$ cat src/pfla_ram.sv
// generic single-port-write ram with registered read
module pfla_ram #(
   parameter int WIDTH = 8,
   parameter int DEPTH = 16
) (
   input  logic                     clock,
   input  logic                     wr_en,
   input  logic [$clog2(DEPTH)-1:0] wr_addr,
   input  logic [WIDTH-1:0]         wr_data,
   input  logic                     rd_en,
   input  logic [$clog2(DEPTH)-1:0] rd_addr,
   output logic [WIDTH-1:0]         rd_data
);
   logic [WIDTH-1:0] mem [DEPTH];
   logic [WIDTH-1:0] rd_data_ff;

   // write port
   always_ff @(posedge clock) begin
      if (wr_en) begin
         mem[wr_addr] <= wr_data;
      end
   end

   // registered read port
   always_ff @(posedge clock) begin
      if (rd_en) begin
         rd_data_ff <= mem[rd_addr];
      end
   end

   assign rd_data = rd_data_ff;
endmodule

$ cat config.mk
export PLATFORM = sky130hd
export DESIGN_NAME = pfla_ram
export DESIGN_NICKNAME = d
export VERILOG_FILES = /design/src/pfla_ram.sv
export SDC_FILE = /design/constraint.sdc
export NUM_CORES = 1
export LEC_CHECK = 0
export BUFFER_PORTS_ARGS = -buffer_cell sky130_fd_sc_hd__buf_2
export CELL_PAD_IN_SITES_DETAIL_PLACEMENT = 1
export CELL_PAD_IN_SITES_GLOBAL_PLACEMENT = 2
export CORE_MARGIN = 2
export CORE_UTILIZATION = 40
export CTS_CLUSTER_DIAMETER = 40
export DETAILED_ROUTE_END_ITERATION = 10
export PLACE_DENSITY_LB_ADDON = 0.3
export SETUP_SLACK_MARGIN = 0.2
export SLEW_MARGIN = 25
export SYNTH_ARGS = -nofsm -noshare
export SYNTH_HDL_FRONTEND = slang
export SYNTH_SLANG_ARGS = --single-unit
$ cat constraint.sdc
create_clock -name clock -period 3.8 [get_ports clock]
set_input_delay 0.19 -clock clock [delete_from_list [all_inputs] [get_ports clock]]
set_output_delay 0.19 -clock clock [all_outputs]
set_load 0.005 [all_outputs]
# Yosys cells after proc, flatten, opt, wreduce, memory -nomap -nowiden
# Memory sizes are Yosys's and may differ from the RTL's. A register that Yosys moved wholly into a read port is not among the register bits.
# Index checks and enable logic that the tools add are counted.
# W data, S select, Z words.
# word_totals
mem_bits_rw	128
word_cells	3
memories	1
out_inout_bits	8
inputBits	19
ff_bits	0
# op_classes
n_mux	2
# memory_table
name	depth	word_bits	read_ports	rd_clocked_by_memory_dff	write_ports	line	text
mem	16	8	1	1	1	14	logic [WIDTH-1:0] mem [DEPTH];
# ops
op	count
$mux W1	2

# Logic depth before layout (Yosys ltp)
# Gate-level depths: netlist (run 1).
# depth
ltp_word	2
depth_mapped	5
depth_no_buf	3

# Worst setup path after synthesis (run 1)
# No wires, ideal clock.
# synth_timing
path_kind	input to register
startpoint	in wr_addr[2]
endpoint	mem mem[0][0], enable pin
cell_stages	2
setup_time_ns	0.383
path_slack_ns	2.117
arrival_ns	1.300
cell_sequence	or3b_2 nor3_1
# synth_rtl
element	line	text
from (decl)	8	input logic [$clog2(DEPTH)-1:0] wr_addr,
to (decl)	14	
# No word-level cell before the write port.

==> metrics.md, run 1 <==
| Metric | Value |
|---|---|
| Ys flop type | `edfxtp_1` |
| VDD IR max | `0.323 mV` |
| Die extent in x | `approximately 120 um` |
| Largest net degree at the start of global routing | `33` |
| Setup Buffers After CTS | `0` |
| DRC viols | `0` |
| Antenna Cells | `0` |
| Synthesized area | `0.00523 sq mm` |
| #FFs+latches synth | `136` |
| # rows | `41` |
| Max-slew violations | `0` |
| EDFF count, synth | `~140` |
| CTS tree | `built` |
| Post-layout nets | `around 290` |
| Yosys warns | `0` |
| # resized after CTS | `0` |
| Kind of critical path | `input port to register` |
| R2R Path End | `rd_data[2]` |
| 1st-pass router iterations | `4` |
| Final period util | `around 46%` |
| Hold Crit Endpoint | `rd_data[6]` |
| Worst reg2reg path startpoint | `mem[5][2]` |
| Min Tclk post-route | `1.77 ns` |
| Clock Sinks | `136` |
| Worst skew pair latency | `around 0.40 ns` |
| GP Congestion | `around 0.68` |
| Gr usage total | `roughly 17%` |
| Post-route ant nets | `0` |
| Pwr Density | `about 560 mW/mm^2` |
| Fin cells | `about 450` |
| F_max | `around 570 MHz` |
| Final WL | `approximately 11000 um` |
| Final Hold Vio Count | `0` |
| Hold Path Class | `input port to register` |
| Synth Instances | `~230` |
| Layout cells sized above 1 | `28.1%` |
| GRT overflow | `0` |
| Initial antenna violation count | `0` |
| Final Core Density | `about half` |
| PortBufs | `26` |
| Slew HR | `between 20% and 30%` |
| Crit path from | `rd_addr[0]` |
| Outcome | `complete, no violations` |
| # hold bufs at CTS | `0` |
| Initial DRC count | `~170` |
| Detailed-route wire length per cell | `between 20 and 25 um` |
| Commonest non-fill, non-tap cells in the layout | `edfxtp_1, buf_2, mux4_2` |
| CP peak stage delay | `0.60 ns` |
| Number of H-tree levels | `4` |
| Crit path max-delay family | `buffers and inverters` |
| Worst Tran Pin Value | `around 1.0 ns` |
| Buffers and inverters on the worst path | `2` |
| CTS clk-pin slew, worst paths | `~0.060 ns` |
| Die Ht | `between 100 and 150 um` |
| Vias in the first global route | `2644` |
| Register area share after synthesis | `78.1%` |
| Reg2reg path depth | `3` |
| Leakage power | `between 1.5 and 2 nW` |
| Flop2flop setup slack | `~2.3 ns` |
| Starting density of the core | `between 40% and 50%` |
| Setup Skew | `slightly below 0.008 ns` |
| RSZ-0062 raised after global routing | `no` |
| Fill count | `1154` |
| Max-Cap Viols | `0` |
| Routed via count | `between 2k and 2.5k` |
| Critical path peak fanout | `16` |
| Placeable Area | `approximately 0.013 sq mm` |
| First-pass GRT wire length | `16600 um` |
| Asr flop ratio synth | `0%` |
| Avg Cell Area, Syn | `between 20 and 25 sq um` |
| HPWL after DPL | `roughly 6900 um` |
| Crit start category | `input port` |
| Cells along the critical path | `buf_2 > buf_4 > mux4_1 > a22oi_1 > nand2_1` |
| Total die area | `roughly 0.014 sq mm` |
| Vias per std cell | `around 5.4` |
| Most common cell after layout, fill and taps aside | `edfxtp_1` |
| CP endpoint kind | `register` |
| Post-synthesis cell type count | `18` |
| TritonCTS Buffers | `17` |
| Worst Path Required | `3.95 ns` |
| Hold-critical path depth | `1` |
| Final TNS setup | `0 ns` |
| Setup violations, final | `0` |
| Clock tree buffer depth | `2` |
| Crit path DAT | `about 1.9 ns` |
| Crit path max-delay cell type | `mux4_1` |
| Critical path depth | `5` |
| Synth-to-Final Area Change | `16.5%` |
| IO Count | `27` |
| Placed insts | `between 400 and 500` |
| Mapped Nets | `between 200 and 250` |
| HP Start | `rd_en` |
| CTS root buffer | `clkbuf_16` |
## cells by family after synthesis
family / synth area share (%)
AND/OR/NAND/NOR: 3.14
buffers and inverters: 1.65
AO/OA/AOI/OAI: 2.30
flip-flops: 78.1
multiplexers: 14.8
## Yosys cell counts, drive strengths merged (2+ instances only)
| cell type | number | area (sq um) |
|---|---|---|
| nor2 | 13 | 48.8 |
| clkdlybuf4s25 | 3 | 30.0 |
| buf | 7 | 56.3 |
| nor3 | 4 | 20.0 |
| nand2b | 2 | 12.5 |
| mux4 | 32 | 773 |
| nand3b | 2 | 15.0 |
| edfxtp | 136 | 4080 |
| nand2 | 9 | 33.8 |
| a22oi | 16 | 120 |
## cell type report
type | instances | area [sq um] | share of cell area [%]
clock buffers | 18 | 429 | 7.05
well taps | 172 | 215 | 3.53
clock inverters | 14 | 133 | 2.18
repair buffers | 30 | 160 | 2.63
multi-input cells | 83 | 1070 | 17.5
flip-flops and latches | 136 | 4080 | 67.1
## stage by stage
| step | hold slack (ns) | setup WS, ns | power (W) | area, sq um |
|---|---|---|---|---|
| 6_report | 0.159 | 2.03 | 0.00339 | 6090 |
| 5_1_grt | 0.151 | 1.90 | 0.00349 | 6090 |
| 4_1_cts | 0.148 | 2.00 | 0.00341 | 6090 |
| 3_5_place_dp | 0.575 | 1.56 | 0.00188 | 5530 |
| 3_3_place_gp | 0.571 | 1.59 | 0.00188 | 5530 |
| 2_1_floorplan | 0.289 | 2.12 | 0.00181 | 5230 |
## layer usage
| metal | wire length [um] | global-route usage (%) |
|---|---|---|
| met5 | 0 | 0 |
| met4 | 108 | 5.72 |
| met3 | 383 | 4.25 |
| met2 | 5380 | 26.3 |
| met1 | 4950 | 22.7 |
## registers in the layout, summed over array words and instances, names as in the netlist
register and cells:
rd_data 8, mem 128
## power breakdown
group	switching [W]	internal (W)	total, W
Sequential	0.0000103	0.00169	0.00170
Clock	0.000586	0.000955	0.00154
Combinational	0.0000874	0.0000598	0.000147
## how the worst max path moves through the flow
stage / to
final: rd_data[2]
after global routing: rd_data[2]
after CTS: rd_data[2]
after detailed placement: rd_data[2]
after global placement: rd_data[2]
after floorplan: mem[0][0]
(Power assumes the default switching activity.)
==> run 2, diff against run 1 <==
==> constraint.sdc (replaced) <==
create_clock -name clock -period 1.6 [get_ports clock]
set_input_delay 0.08 -clock clock [delete_from_list [all_inputs] [get_ports clock]]
set_output_delay 0.08 -clock clock [all_outputs]
set_load 0.005 [all_outputs]
==> run 2 against run 1 <==
  * Sequential power grew 140%
  * Cell area up 6.1%
  * Register-to-register slack lost 2.1 ns
  * Worst setup slack got worse by 1.9 ns
  * Clock skew barely moved
  * Wire length is 2.2% higher
  * Core utilization rose by 2.9 points
  * First-iteration DRC count is 5.5% higher
  * Count of clock-buffer cells in the layout unchanged
==> metrics.md, run 2 (synthesis gave the netlist of run 1 again) <==
| Metric | Value |
|---|---|
| Synth-to-Final Area Change | `23.5%` |
| TritonCTS Buffers | `17` |
| Max-Cap Viols | `0` |
| Vias per std cell | `5.28` |
| Biggest register | `mem` |
| F_max | `around 690 MHz` |
| PortBufs | `26` |
| Crit path DAT | `between 1.5 and 2 ns` |
| Setup violations, final | `0` |
| Final instance area | `0.00646 sq mm` |
| CTS tree | `built` |
| CTS clk-pin slew, worst paths | `around 0.06 ns` |
| Max-slew violations | `0` |
| Commonest non-fill, non-tap cells in the layout | `edfxtp_1, mux4_2, buf_2` |
| Die Ht | `118 um` |
| Final Hold Vio Count | `0` |
| # hold bufs at CTS | `0` |
| RSZ-0062 raised after global routing | `yes` |
| Vias in the first global route | `~2.7k` |
| Placed insts | `approximately 440` |
| # rows | `a little over 40` |
| Fin cells | `around 470` |
| Clock tree buffer depth | `2` |
| Crit path max-delay cell type | `mux4_2` |
| GP Congestion | `between 0.7 and 0.8` |
| Starting density of the core | `41.3%` |
| Final period util | `between 90% and 100%` |
| Antenna Cells | `0` |
| CTS root buffer | `clkbuf_16` |
| Most common cell after layout, fill and taps aside | `edfxtp_1` |
| Placement Setup Slack | `-0.0780 ns` |
| Outcome | `complete, no violations` |
| Pwr Density | `between 1000 and 1500 mW/mm^2` |
| Multi-input gate area | `~0.0011 sq mm` |
| Final WL | `between 10000 and 15000 um` |
| GRT overflow | `0` |
| Setup Skew | `about 0.0073 ns` |
| Routed via count | `2502` |
| Worst Tran Pin Value | `between 0.5 and 0.6 ns` |
| Placed inst area | `0.00573 sq mm` |
| IO Count | `27` |
| Largest net degree at the start of global routing | `33` |
| Reg area | `~0.0041 sq mm` |
| Layout cells sized above 1 | `approximately two fifths` |
| Die extent in x | `about 120 um` |
| HPWL after DPL | `about 7000 um` |
| Cells along the critical path | `mux4_2 > a22oi_2 > nand2_1` |
| Post-layout nets | `between 300 and 400` |
| Number of H-tree levels | `4` |
| 1st-pass router iterations | `4` |
| First-pass GRT wire length | `~17000 um` |
| DRC viols | `0` |
| Detailed-route wire length per cell | `about 23 um` |
| CP peak stage delay | `0.51 ns` |
| Initial antenna violation count | `0` |
| Clock Sinks | `between 100 and 150` |
| Leakage power | `roughly 2.2 nW` |
| Final Core Density | `between 50 and 60%` |
| Fill count | `roughly 1.1k` |
| Gr usage total | `between 15 and 20%` |
| Hold Path Class | `input port to register` |
| Worst Path Required | `between 1.5 and 2 ns` |
| Final WS setup | `approximately 0.15 ns` |
| Total die area | `about 0.014 sq mm` |
| VDD IR max | `approximately 0.73 mV` |
| Placeable Area | `0.0127 sq mm` |
| Min Tclk post-route | `between 1 and 1.5 ns` |
| Worst skew pair latency | `0.42 ns` |
| Critical path peak fanout | `1` |
| Slew HR | `64.4%` |
| Max reg flops | `between 100 and 150` |
| Post-route ant nets | `0` |
| Initial DRC count | `between 150 and 200` |
| Crit start category | `register` |
| Setup Buffers After CTS | `0` |
| Kind of critical path | `register to register` |
| CP endpoint kind | `register` |
==> run 2: worst paths after layout <==
path,cells past startpoint,end,from,slack (ns)
max,3,rd_data[5],mem[3][5],0.15
min,1,rd_data[0],rd_en,0.03
max reg2reg,3,rd_data[5],mem[3][5],0.15
min reg2reg,3,rd_data[2],mem[14][2],0.75
==> run 2: layer usage <==
metal  share of wire (%)  global-route usage, %
met2                  49                   27.2
met1                  46                   23.6
met5                   0                      0
met3                 3.8                   5.69
met4                 1.2                   6.10
==> run 2: layout make-up <==
type / count / share of cell area [%]
clock inverters: 14 / 4.28
flip-flops and latches: 136 / 63.2
multi-input cells: 83 / 16.8
well taps: 172 / 3.33
repair buffers: 51 / 5.70
clock buffers: 18 / 6.65
==> run 2: power breakdown <==
part | total, W | internal [W] | switching [W]
Sequential | 0.00404 | 0.00402 | 0.0000244
Clock | 0.00461 | 0.00322 | 0.00138
Combinational | 0.000416 | 0.000186 | 0.000231
Total | 0.00906 | 0.00742 | 0.00164
==> run 2: worst max-delay path, delay by kind of cell, from the launching register on <==
| family | cells | cell delay, ns |
|---|---|---|
| multiplexers | 1 | 0.51 |
| flip-flops | 1 | 0.39 |
| AND/OR/NAND/NOR | 1 | 0.08 |
| AO/OA/AOI/OAI | 1 | 0.21 |
==> run 2: metrics by stage <==
stage / hold WS (ns) / power (W) / setup TNS (ns)
6_report: 0.0289 / 0.00906 / 0
5_1_grt: 0.0261 / 0.00932 / 0
4_1_cts: 0.0169 / 0.00916 / 0
3_5_place_dp: 0.469 / 0.00451 / -0.225
3_3_place_gp: 0.463 / 0.00450 / -0.118
2_1_floorplan: 0.179 / 0.00431 / 0
==> run 2: what timing repair did <==
| item | in CTS | in global routing |
|---|---|---|
| pin swaps | 9 | 2 |
| endpoints found under the setup margin | 8 | 8 |
| resized for setup | 17 | 5 |
