## src/pfla_pkg.sv

```systemverilog
// shared types and codes of the page free list allocator
package pfla_pkg;

   // fixed field widths
   localparam int ADDR_W    = 48;
   localparam int CNT_OUT_W = 15;
   localparam int STAT_W    = 3;
   localparam int ACT_W     = 2;
   localparam int CSR_IDX_W = 1;

   // actions
   localparam logic [ACT_W-1:0] ACT_INIT  = 2'd0;
   localparam logic [ACT_W-1:0] ACT_ALLOC = 2'd1;
   localparam logic [ACT_W-1:0] ACT_FREE  = 2'd2;

   // result status codes
   localparam logic [STAT_W-1:0] ST_OK           = 3'd0;
   localparam logic [STAT_W-1:0] ST_NOT_INIT     = 3'd1;
   localparam logic [STAT_W-1:0] ST_NO_FREE      = 3'd2;
   localparam logic [STAT_W-1:0] ST_UNTRACKED    = 3'd3;
   localparam logic [STAT_W-1:0] ST_EMPTY_REGION = 3'd4;
   localparam logic [STAT_W-1:0] ST_ALREADY_FREE = 3'd5;

   // register indexes
   localparam logic [CSR_IDX_W-1:0] CSR_BASE = 1'd0;
   localparam logic [CSR_IDX_W-1:0] CSR_SIZE = 1'd1;

   typedef struct packed {
      logic [ACT_W-1:0]  action;
      logic [ADDR_W-1:0] page_addr_in;
   } req_type;

   typedef struct packed {
      logic [STAT_W-1:0]    status;
      logic [ADDR_W-1:0]    page_addr_out;
      logic [CNT_OUT_W-1:0] free_pages;
      logic [CNT_OUT_W-1:0] total_pages;
   } rsp_type;

endpackage

```

## src/pfla_geom.sv

```systemverilog
// two-stage region geometry: page-rounded bounds, page count and lowest tracked page
module pfla_geom #(
   parameter int MAX_PAGES  = 16384,
   parameter int PAGE_SHIFT = 12,
   parameter int ADDR_BITS  = 48
) (
   input  logic                                             clock,
   input  logic [pfla_pkg::ADDR_W-1:0]                      region_base,
   input  logic [pfla_pkg::ADDR_W-1:0]                      region_size,
   output logic                                             empty,
   output logic [$clog2(MAX_PAGES+1)-1:0]                   page_count,
   output logic [$clog2(MAX_PAGES)-1:0]                     last_index,
   output logic [pfla_pkg::ADDR_W+1-PAGE_SHIFT-1:0]         top_pn,
   output logic [pfla_pkg::ADDR_W+1-PAGE_SHIFT-1:0]         low_pn
);
   import pfla_pkg::*;

   localparam int IDX_W  = $clog2(MAX_PAGES);
   localparam int CNT_W  = $clog2(MAX_PAGES + 1);
   localparam int SUM_W  = ADDR_W + 1;
   localparam int PN_W   = SUM_W - PAGE_SHIFT;
   localparam int KEEP_W = (ADDR_BITS < SUM_W) ? ADDR_BITS : SUM_W;
   localparam logic [SUM_W-1:0] ADDR_MASK = {SUM_W{1'b1}} >> (SUM_W - KEEP_W);
   localparam logic [SUM_W-1:0] PAGE_LOW  = SUM_W'((64'd1 << PAGE_SHIFT) - 64'd1);
   localparam logic [PN_W:0]    MAX_DIFF  = (PN_W + 1)'(MAX_PAGES);

   logic [SUM_W-1:0] base_sum;
   logic [SUM_W-1:0] top_sum;
   logic [PN_W-1:0]  base_pn_ff;
   logic [PN_W-1:0]  top_pn1_ff;
   logic [PN_W:0]    diff;
   logic             clamp;
   logic [CNT_W-1:0] count_in;
   logic             empty_ff;
   logic [CNT_W-1:0] count_ff;
   logic [IDX_W-1:0] last_ff;
   logic [PN_W-1:0]  top_pn2_ff;
   logic [PN_W-1:0]  low_pn_ff;

   // stage 1: round base up and top down, wrapped to the address width
   assign base_sum = ({1'b0, region_base} + PAGE_LOW) & ADDR_MASK;
   assign top_sum  = ({1'b0, region_base} + {1'b0, region_size}) & ADDR_MASK;

   always_ff @(posedge clock) begin
      base_pn_ff <= base_sum[SUM_W-1:PAGE_SHIFT];
      top_pn1_ff <= top_sum[SUM_W-1:PAGE_SHIFT];
   end

   // stage 2: page count, clamp to capacity
   assign diff     = {1'b0, top_pn1_ff} - {1'b0, base_pn_ff};
   assign clamp    = diff > MAX_DIFF;
   assign count_in = clamp ? CNT_W'(MAX_PAGES) : diff[CNT_W-1:0];

   always_ff @(posedge clock) begin
      empty_ff   <= diff[PN_W] || (diff == '0);
      count_ff   <= count_in;
      last_ff    <= IDX_W'(count_in - CNT_W'(1));
      top_pn2_ff <= top_pn1_ff;
      low_pn_ff  <= clamp ? (top_pn1_ff - PN_W'(MAX_PAGES)) : base_pn_ff;
   end

   assign empty      = empty_ff;
   assign page_count = count_ff;
   assign last_index = last_ff;
   assign top_pn     = top_pn2_ff;
   assign low_pn     = low_pn_ff;
endmodule

```

## config.mk

```make
export PLATFORM = sky130hd
export DESIGN_NAME = pfla_geom
export DESIGN_NICKNAME = d
export VERILOG_FILES = /design/src/pfla_pkg.sv /design/src/pfla_geom.sv
export SDC_FILE = /design/constraint.sdc
export NUM_CORES = 1
export LEC_CHECK = 0
export ABC_AREA = 1
export BUFFER_PORTS_ARGS = -buffer_cell sky130_fd_sc_hd__buf_2
export CAP_MARGIN = 0
export CORE_ASPECT_RATIO = 0.5
export CORE_UTILIZATION = 57
export DETAILED_ROUTE_END_ITERATION = 8
export HOLD_SLACK_MARGIN = 0.02
export PLACE_DENSITY = 0.9
export SYNTH_ARGS = -nofsm -noshare
export SYNTH_HDL_FRONTEND = slang
export SYNTH_SLANG_ARGS = --single-unit
```

## constraint.sdc

```tcl
create_clock -name clock -period 4.4 [get_ports clock]
set_input_delay 0.22 -clock clock [delete_from_list [all_inputs] [get_ports clock]]
set_output_delay 0.22 -clock clock [all_outputs]
set_load 0.02 [all_outputs]
```

* Yosys cells after proc, flatten, opt, wreduce, memory -nomap -nowiden *
Index checks and enable logic that the tools add are counted.

operators by class
  muxes and demuxes = 2
  reductions and logical operators = 2
  order comparisons = 1
  $add $sub $neg = 5

operators with widths
  cell                    count
  $add 48x12->48 const B  1
  $add 48x48->48          1
  $gt 38x15->1 const B    1
  $logic_not 38->1        1
  $sub 36x15->37 const B  1
  $sub 36x36->37          1
  $mux 36                 1
  $mux 15                 1
  $sub 14x1->14 const B   1
  $logic_or 1x1->1        1

storage, ports and cells
  flip-flop bits (word level) = 175
  output and inout port bits = 104
  input port bits = 97

* Depth between registers and ports, before layout *
Gate-level depths: netlist of run 1.

  depth in word-level cells = 4
  mapped depth = 30
  mapped depth without buffers = 28

* Worst setup path after synthesis of run 1 *
OpenSTA, ideal clock, no wires.

  kind = reg2reg
  from = register top_pn1_ff[0]
  to = register last_ff[4], in the netlist last_index[4]
  setup time = 0.087 ns
  clock period less this slack = 3.288 ns
  path buffers = 1
  arrival = 3.201 ns
  path slack = 1.112 ns
  required time = 4.313 ns
  stages on the path, launching flop included = 25
  cells stage by stage = dfxtp_1 > inv_1 > ha_1 > inv_1 > fa_1 > nand3_1 > nand3_1 > or2_1 > nand2_1 > nand3_1 > nor2_1 > nand3_1 > nor2_1 > nand3_1 > nand2_1 > nand2_1 > nor2_4 > inv_2 > buf_4 > nor2_1 > inv_1 > ha_1 > nand2_1 > nor2_1 > o31ai_1

on the way
  cells in the longest elaborated chain, start to end = 4

ends and longest elaborated chain
  item                      RTL line         RTL
  start: declaration        pfla_geom.sv:30  logic [PN_W-1:0] top_pn1_ff;
  start signal: assignment  pfla_geom.sv:46  top_pn1_ff <= top_sum[SUM_W-1:PAGE_SHIFT];
  $sub 36x36->37 (*)        pfla_geom.sv:50  assign diff = {1'b0, top_pn1_ff} - {1'b0, base_pn_ff};
  $gt 38x15->1              pfla_geom.sv:51  assign clamp = diff > MAX_DIFF;
  $mux 15 (*)               pfla_geom.sv:52  assign count_in = clamp ? CNT_W'(MAX_PAGES) : diff[CNT_W-1:0];
  via count_in[0]           pfla_geom.sv:33  logic [CNT_W-1:0] count_in;
  $sub 14x1->14 (*)         pfla_geom.sv:57  last_ff <= IDX_W'(count_in - CNT_W'(1));
  end signal: assignment    pfla_geom.sv:57
  end: declaration          pfla_geom.sv:36  logic [IDX_W-1:0] last_ff;

Mark *: on every way through the listed nets, which the timed path passes. The rest lies on a longest branch.
A chain may end at the register's enable or synchronous reset.

* Worst setup path in the final report of run 1 *
  from = register top_pn1_ff[0]
  to = register last_ff[12], in the netlist last_index[12]

The elaborated chain is that of the path after synthesis.

==> flow_summary.yaml, run 1 <==
sta:
  period_minus_slack_ns: 3.85
  setup_violations: 0
  finalClockSkew_ns: 0.0142
  final-max-slew-violation-count: 0
  slew_headroom_pct: 50.7
  post-route-period-util_pct: 87.4
  fin_ws_ns: 0.554
  clock.fmax_mhz: 260
  rsz0062_at_grt: "false"
  hold_violations: 0
  fin_tns_setup_ns: 0
  worst_pin_slew_ns: 0.734
cells_and_area:
  final_core_utilization_pct: 69.8
  syn_to_final_growth_pct: 17.0
  drive_above_1_share_pct: 13.1
  nNetsFinal: 2114
  design_area_mm2: 0.0132
floorplan:
  std_cell_rows: 35
  coreArea_mm2: 0.0188
  start_util_pct: 59.7
  dieArea_mm2: 0.0203
  die_height_um: 101
  fp.dieW_um: 201
  io_pins: 201
synth:
  synth.area.top_cells: "dfxtp_1 31%, nand2_1 17%, inv_1 9.7%, ha_1 9.4%, nor2_1 6.1%"
  synth_commonest_cells: "502 x nand2_1, 290 x inv_1, 183 x nor2_1"
  syn_nets: 1900
  ys_warn_count: 0
  seq_area_frac_synth_pct: 31.2
  synth_top_area_share_pct: 31.2
  synthCells: 1718
  synth_top_cell_by_area: "dfxtp_1"
  synth_flop_cell: "dfxtp_1"
  synth_cell_types: 48
  postSynthAreaPerCell_um2: 6.54
  synthesis.area_mm2: 0.0112
  yosysMostFrequentCell: "nand2_1"
  async_reset_ff_share_pct: 0
  synth_edf_count: 0
  synth-seq-cells: 175
clock_tree:
  root_buffer: "clkbuf_16"
  cts_setup_buffers: 0
  cts_max_level: 4
  clkTransAtPathRegs_ns: 0.08
  cts.sinks: 175
  cts_tree: "yes"
  cts_buffers: 17
  cts_max_path_buffers: 2
  worstSkewPairLatency_ns: 0.44
power:
  finalPower_w: 0.00615
  total_leakage_power_nw: 7.10
  vdd_drop_max_v: 0.000346
  p_per_area_mw_per_mm2: 467
worst_setup_path:
  endpoint_kind: "register"
  cp_slowest_cell: "fa_1"
  cp_max_fo: 14
  crit_chain: "inv_1 > ha_1 > inv_1 > fa_1 > nand3_1 > nand3_1 > or2_1 > nand2_1 > nand3_1 > nor2_1 > nand3_1 > nor2_1 > nand3_1 > nand2_1 > nand2_1 > nor2_4 > inv_2 > nor2_1 > inv_1 > ha_1 > nand2_1 > nor2_1 > nand4_1 > nand2_1"
  cp_data_required_time_ns: 4.73
  reg2reg_setup_slack_ns: 0.55
  r2r-start: "top_pn1_ff[0]"
  arrival_ns: 4.18
  worst_r2r_path_depth: 24
  r2r-end: "last_index[12]"
  start_kind: "register"
  crit_type: "reg2reg"
  cpPeakStageDelay_ns: 0.52
  cpLargestDelayFamily: "simple AND/OR/NAND/NOR gates"
  critical_path_buf_inv_count: 4
grt:
  grt_pass1_wl_mm: 56.4
  first_global_vias: 11033
  antenna_found_initial: 0
  grt-ovfl-total: 0
  track_usage_pct: 35.6
  grt_max_degree: 46
hold_path:
  hold_depth: 2
  hold_start: "region_base[38]"
  hold-path-endpoint: "base_pn_ff[26]"
  hold_path.class: "in2reg"
place:
  dp_hpwl_mm: 28.6
  io_buffers: 199
  dp_slack_ns: 0.661
  placed_area_mm2: 0.0125
  place.gp.congestion: 1.01
route:
  postRouteAntennaNets: 0
  routed_wl_mm: 35.7
  drc_errors: 0
  first_iter_violations: 1322
  vias: 11917
  first_pass_iters: 8
  wire_per_inst_um: 16.2
  vias_per_cell: 5.40
outcome:
  status: "completed"
job:
  drv_cap: 0
## metrics by stage
stage,cells,hold WS [ns]
finish,2205,0.0210
global route,2204,0.0250
CTS,2204,0.0221
detailed placement,2171,0.354
global placement,2171,0.335
floorplan,1718,0.317
## flip-flops by register name, summed over array words and instances, names as in the netlist
register	flops
low_pn	37
base_pn_ff	36
top_pn1_ff	36
top_pn	36
page_count	15
last_index	14
empty	1
## layout by cell type (no fill, tap or decap), types with 10 or more instances in the layout
cell,Yosys,final
inv_1,290,290
dfxtp_1,175,175
nor3_1,19,19
xnor2_1,45,45
nand3_1,75,75
nor4_1,10,10
buf_2,3,199
clkbuf_16,0,17
nor2_1,183,183
a21oi_1,98,98
xor2_1,52,52
o21ai_0,77,77
ha_1,84,84
nand2_1,502,502
nand4_1,27,27
## power breakdown
part           internal, W  switching [W]  total, W
Clock             0.000859       0.000732   0.00159
Combinational     0.000804        0.00170   0.00250
Sequential         0.00185       0.000200   0.00206
Total              0.00352        0.00263   0.00615
## how the worst max path moves through the flow
stage,endpoint,startpoint,cells after the start
global placement,last_index[6],top_pn1_ff[0],25
global route,last_index[6],top_pn1_ff[0],25
CTS,last_index[8],top_pn1_ff[0],24
finish,last_index[12],top_pn1_ff[0],24
floorplan,last_index[4],top_pn1_ff[0],24
detailed placement,last_index[12],top_pn1_ff[0],24
## area by class of cell
class	count	area (um^2)
Fill cell	1575	5680
Sequential cell	175	3500
Multi-Input combinational cell	1241	6580
Tap cell	259	324
Clock buffer	18	429
Clock inverter	14	168
Antenna cell	1	2.50
Timing Repair Buffer	205	1040
Inverter	292	1100
## cells by family after synthesis
family,after synthesis,share of synthesized area (%)
AOI/OAI and AO/OA,214,10.4
xor gates and xnor gates,97,7.56
adders and majority gates,85,9.53
buffers and inverters,302,10.2
DFF,175,31.2
other,1,0.0334
and+or+nand+nor,844,31.1
## layer usage
layer | share of wire (%) | vias to the layer above | GRT usage, %
li1 | - | 5848 | -
met1 | 45 | 5373 | 50.5
met2 | 42 | 620 | 55.4
met3 | 10 | 76 | 5.15
met4 | 2.6 | 0 | 12.5
met5 | 0 | - | 0
## what timing repair did
item / 4_1_cts / 5_1_grt
hold buffers: 1 / 0
gates resized for setup: 0 / 0
endpoints found under the hold margin: 1 / 0
Power figures use the tool's default switching activity.
==> run 2, diff against run 1 <==
Settings changed: BUFFER_PORTS_ARGS -buffer_cell sky130_fd_sc_hd__buf_2 to -buffer_cell sky130_fd_sc_hd__buf_4.
==> run 2 against run 1 <==
  * Setup slack improved by 0.0016 ns
  * Via count rose by 2.4%
  * Global-route usage grew 1.5 points
  * Non-clock buffer count grew 10
  * Register-to-register slack hardly changed
  * Final cell count up 0.41%
  * Critical path depth shrank 1
  * Critical path type unchanged
  * Critical endpoint is now last_index[4]
  * Largest power group unchanged
==> flow_summary.yaml, run 2 (same netlist as run 1, synthesis figures left out) <==
outcome:
  status: "completed"
route:
  drc_errors: 0
  vias: 12208
  postRouteAntennaNets: 0
  vias_per_cell: 5.51
  routed_wl_mm: 37.7
  first_iter_violations: 1243
  first_pass_iters: 6
  wire_per_inst_um: 17.0
floorplan:
  coreArea_mm2: 0.0188
  die_height_um: 101
  io_pins: 201
  fp.dieW_um: 201
  dieArea_mm2: 0.0203
  start_util_pct: 59.7
  std_cell_rows: 35
cells_and_area:
  layout_commonest_cell: "nand2_1"
  syn_to_final_growth_pct: 22.7
  diodes: 0
  drive_above_1_share_pct: 12.9
  final_core_utilization_pct: 73.2
  nFillCells: 1505
  multiInputGateArea_mm2: 0.00658
  largest_register_ffs: 37
  seq_area_mm2: 0.00350
  nNetsFinal: 2124
  final_cell_mix: "502 x nand2_1, 290 x inv_1, 202 x buf_4, 183 x nor2_1, 175 x dfxtp_1"
worst_setup_path:
  cpPeakStageDelay_ns: 0.51
  cpLargestDelayFamily: "simple AND/OR/NAND/NOR gates"
  cpMostUsedCell: "nand3_1"
  endpoint_kind: "register"
  crit_start: "top_pn1_ff[0]"
  arrival_ns: 4.19
  start_kind: "register"
  cp_data_required_time_ns: 4.74
  r2r-start: "top_pn1_ff[0]"
  cp_slowest_cell: "fa_1"
  crit_chain: "inv_1 > ha_1 > inv_1 > fa_1 > nand3_1 > nand3_1 > or2_1 > nand2_1 > nand3_1 > nor2_1 > nand3_1 > nor2_1 > nand3_1 > nand2_1 > nand2_1 > nor2_4 > inv_2 > nor2_1 > inv_1 > ha_1 > nand2_1 > nor2_1 > o31ai_1"
  critical_path_buf_inv_count: 4
  cp_max_fo: 14
  crit_type: "reg2reg"
clock_tree:
  cts_resized: 0
  cts_max_level: 4
  cts.sinks: 175
  root_buffer: "clkbuf_16"
  cts_max_path_buffers: 2
  worstSkewPairLatency_ns: 0.45
  clkTransAtPathRegs_ns: 0.09
  hold_buffers: 13
  cts_setup_buffers: 0
  cts_buffers: 17
  cts_tree: "yes"
place:
  dp_slack_ns: 0.653
  dp_hpwl_mm: 29.2
  place.gp.congestion: 1.00
  io_buffers: 199
power:
  total_leakage_power_nw: 7.33
  vdd_drop_max_v: 0.000320
  finalPower_w: 0.00632
  p_per_area_mw_per_mm2: 459
sta:
  worst_pin_slew_ns: 0.723
  slew_headroom_pct: 51.3
  setup_violations: 0
  hold_violations: 0
  clock.fmax_mhz: 260
  final-max-slew-violation-count: 0
  rsz0062_at_grt: "false"
  fin_ws_ns: 0.556
  period_minus_slack_ns: 3.84
  fin_tns_setup_ns: 0
  post-route-period-util_pct: 87.4
  finalClockSkew_ns: 0.0194
grt:
  grt-ovfl-total: 0
  first_global_vias: 11346
  track_usage_pct: 37.1
  grt_pass1_wl_mm: 59.0
  grt_max_degree: 46
  antenna_found_initial: 1
job:
  drv_cap: 0
hold_path:
  hold_start: "region_base[45]"
  hold_path.class: "in2reg"
==> run 2: cell types whose count changed in the layout (fill, tap and decap cells not counted), sizes merged <==
cell / previous run / this run
bufinv: 2 / 0
clkbuf: 18 / 17
diode: 1 / 0
buf: 204 / 202
clkinvlp: 3 / 0
dlygate4sd3: 1 / 13
clkinv: 1 / 7
==> run 2: stage by stage <==
stage / area, um^2 / std cells / hold slack [ns]
2_1_floorplan: 11200 / 1718 / 0.317
3_3_place_gp: 13000 / 2169 / 0.335
3_5_place_dp: 13000 / 2169 / 0.344
4_1_cts: 13800 / 2214 / 0.0204
5_1_grt: 13800 / 2214 / 0.0225
6_report: 13800 / 2214 / 0.0259
==> run 2: final timing paths <==
kind | endpoint | cells after the start | slack, ns
worst max-delay path | last_index[4] | 23 | 0.56
worst min-delay path | base_pn_ff[33] | 2 | 0.03
worst max register to register | last_index[4] | 23 | 0.56
worst min register to register | top_pn[0] | 0 | 0.35
==> run 2: layout make-up <==
type	count	share of cell area [%]
clock inverter	15	1.46
timing repair buffer	215	11.9
sequential	175	25.4
tap	259	2.35
inverter	292	7.95
clock buffer	17	3.09
multi-input combinational	1241	47.8
==> run 2: power by group <==
part           leakage [nW]  switching, W  internal (W)
Sequential             1.47      0.000221       0.00185
Clock                 0.301      0.000809      0.000787
Combinational          5.56       0.00173      0.000920
Total                  7.33       0.00276       0.00356
==> run 2: worst register-to-register path, delay by kind of cell (launching register included) <==
kind                       cells  cell delay, ns
adders and majority gates      3            0.89
DFF                            1            0.31
and+or+nand+nor               15            2.01
buffers and inverters          4            0.33
AOI/OAI and AO/OA              1            0.22
==> run 2: layer usage <==
metal	share of wire [%]	wire length [um]	global-route usage, %
met5	0.032	12	0
met4	3.1	1170	12.7
met3	12	4410	8.01
met2	42	15800	58.9
met1	43	16300	50.3
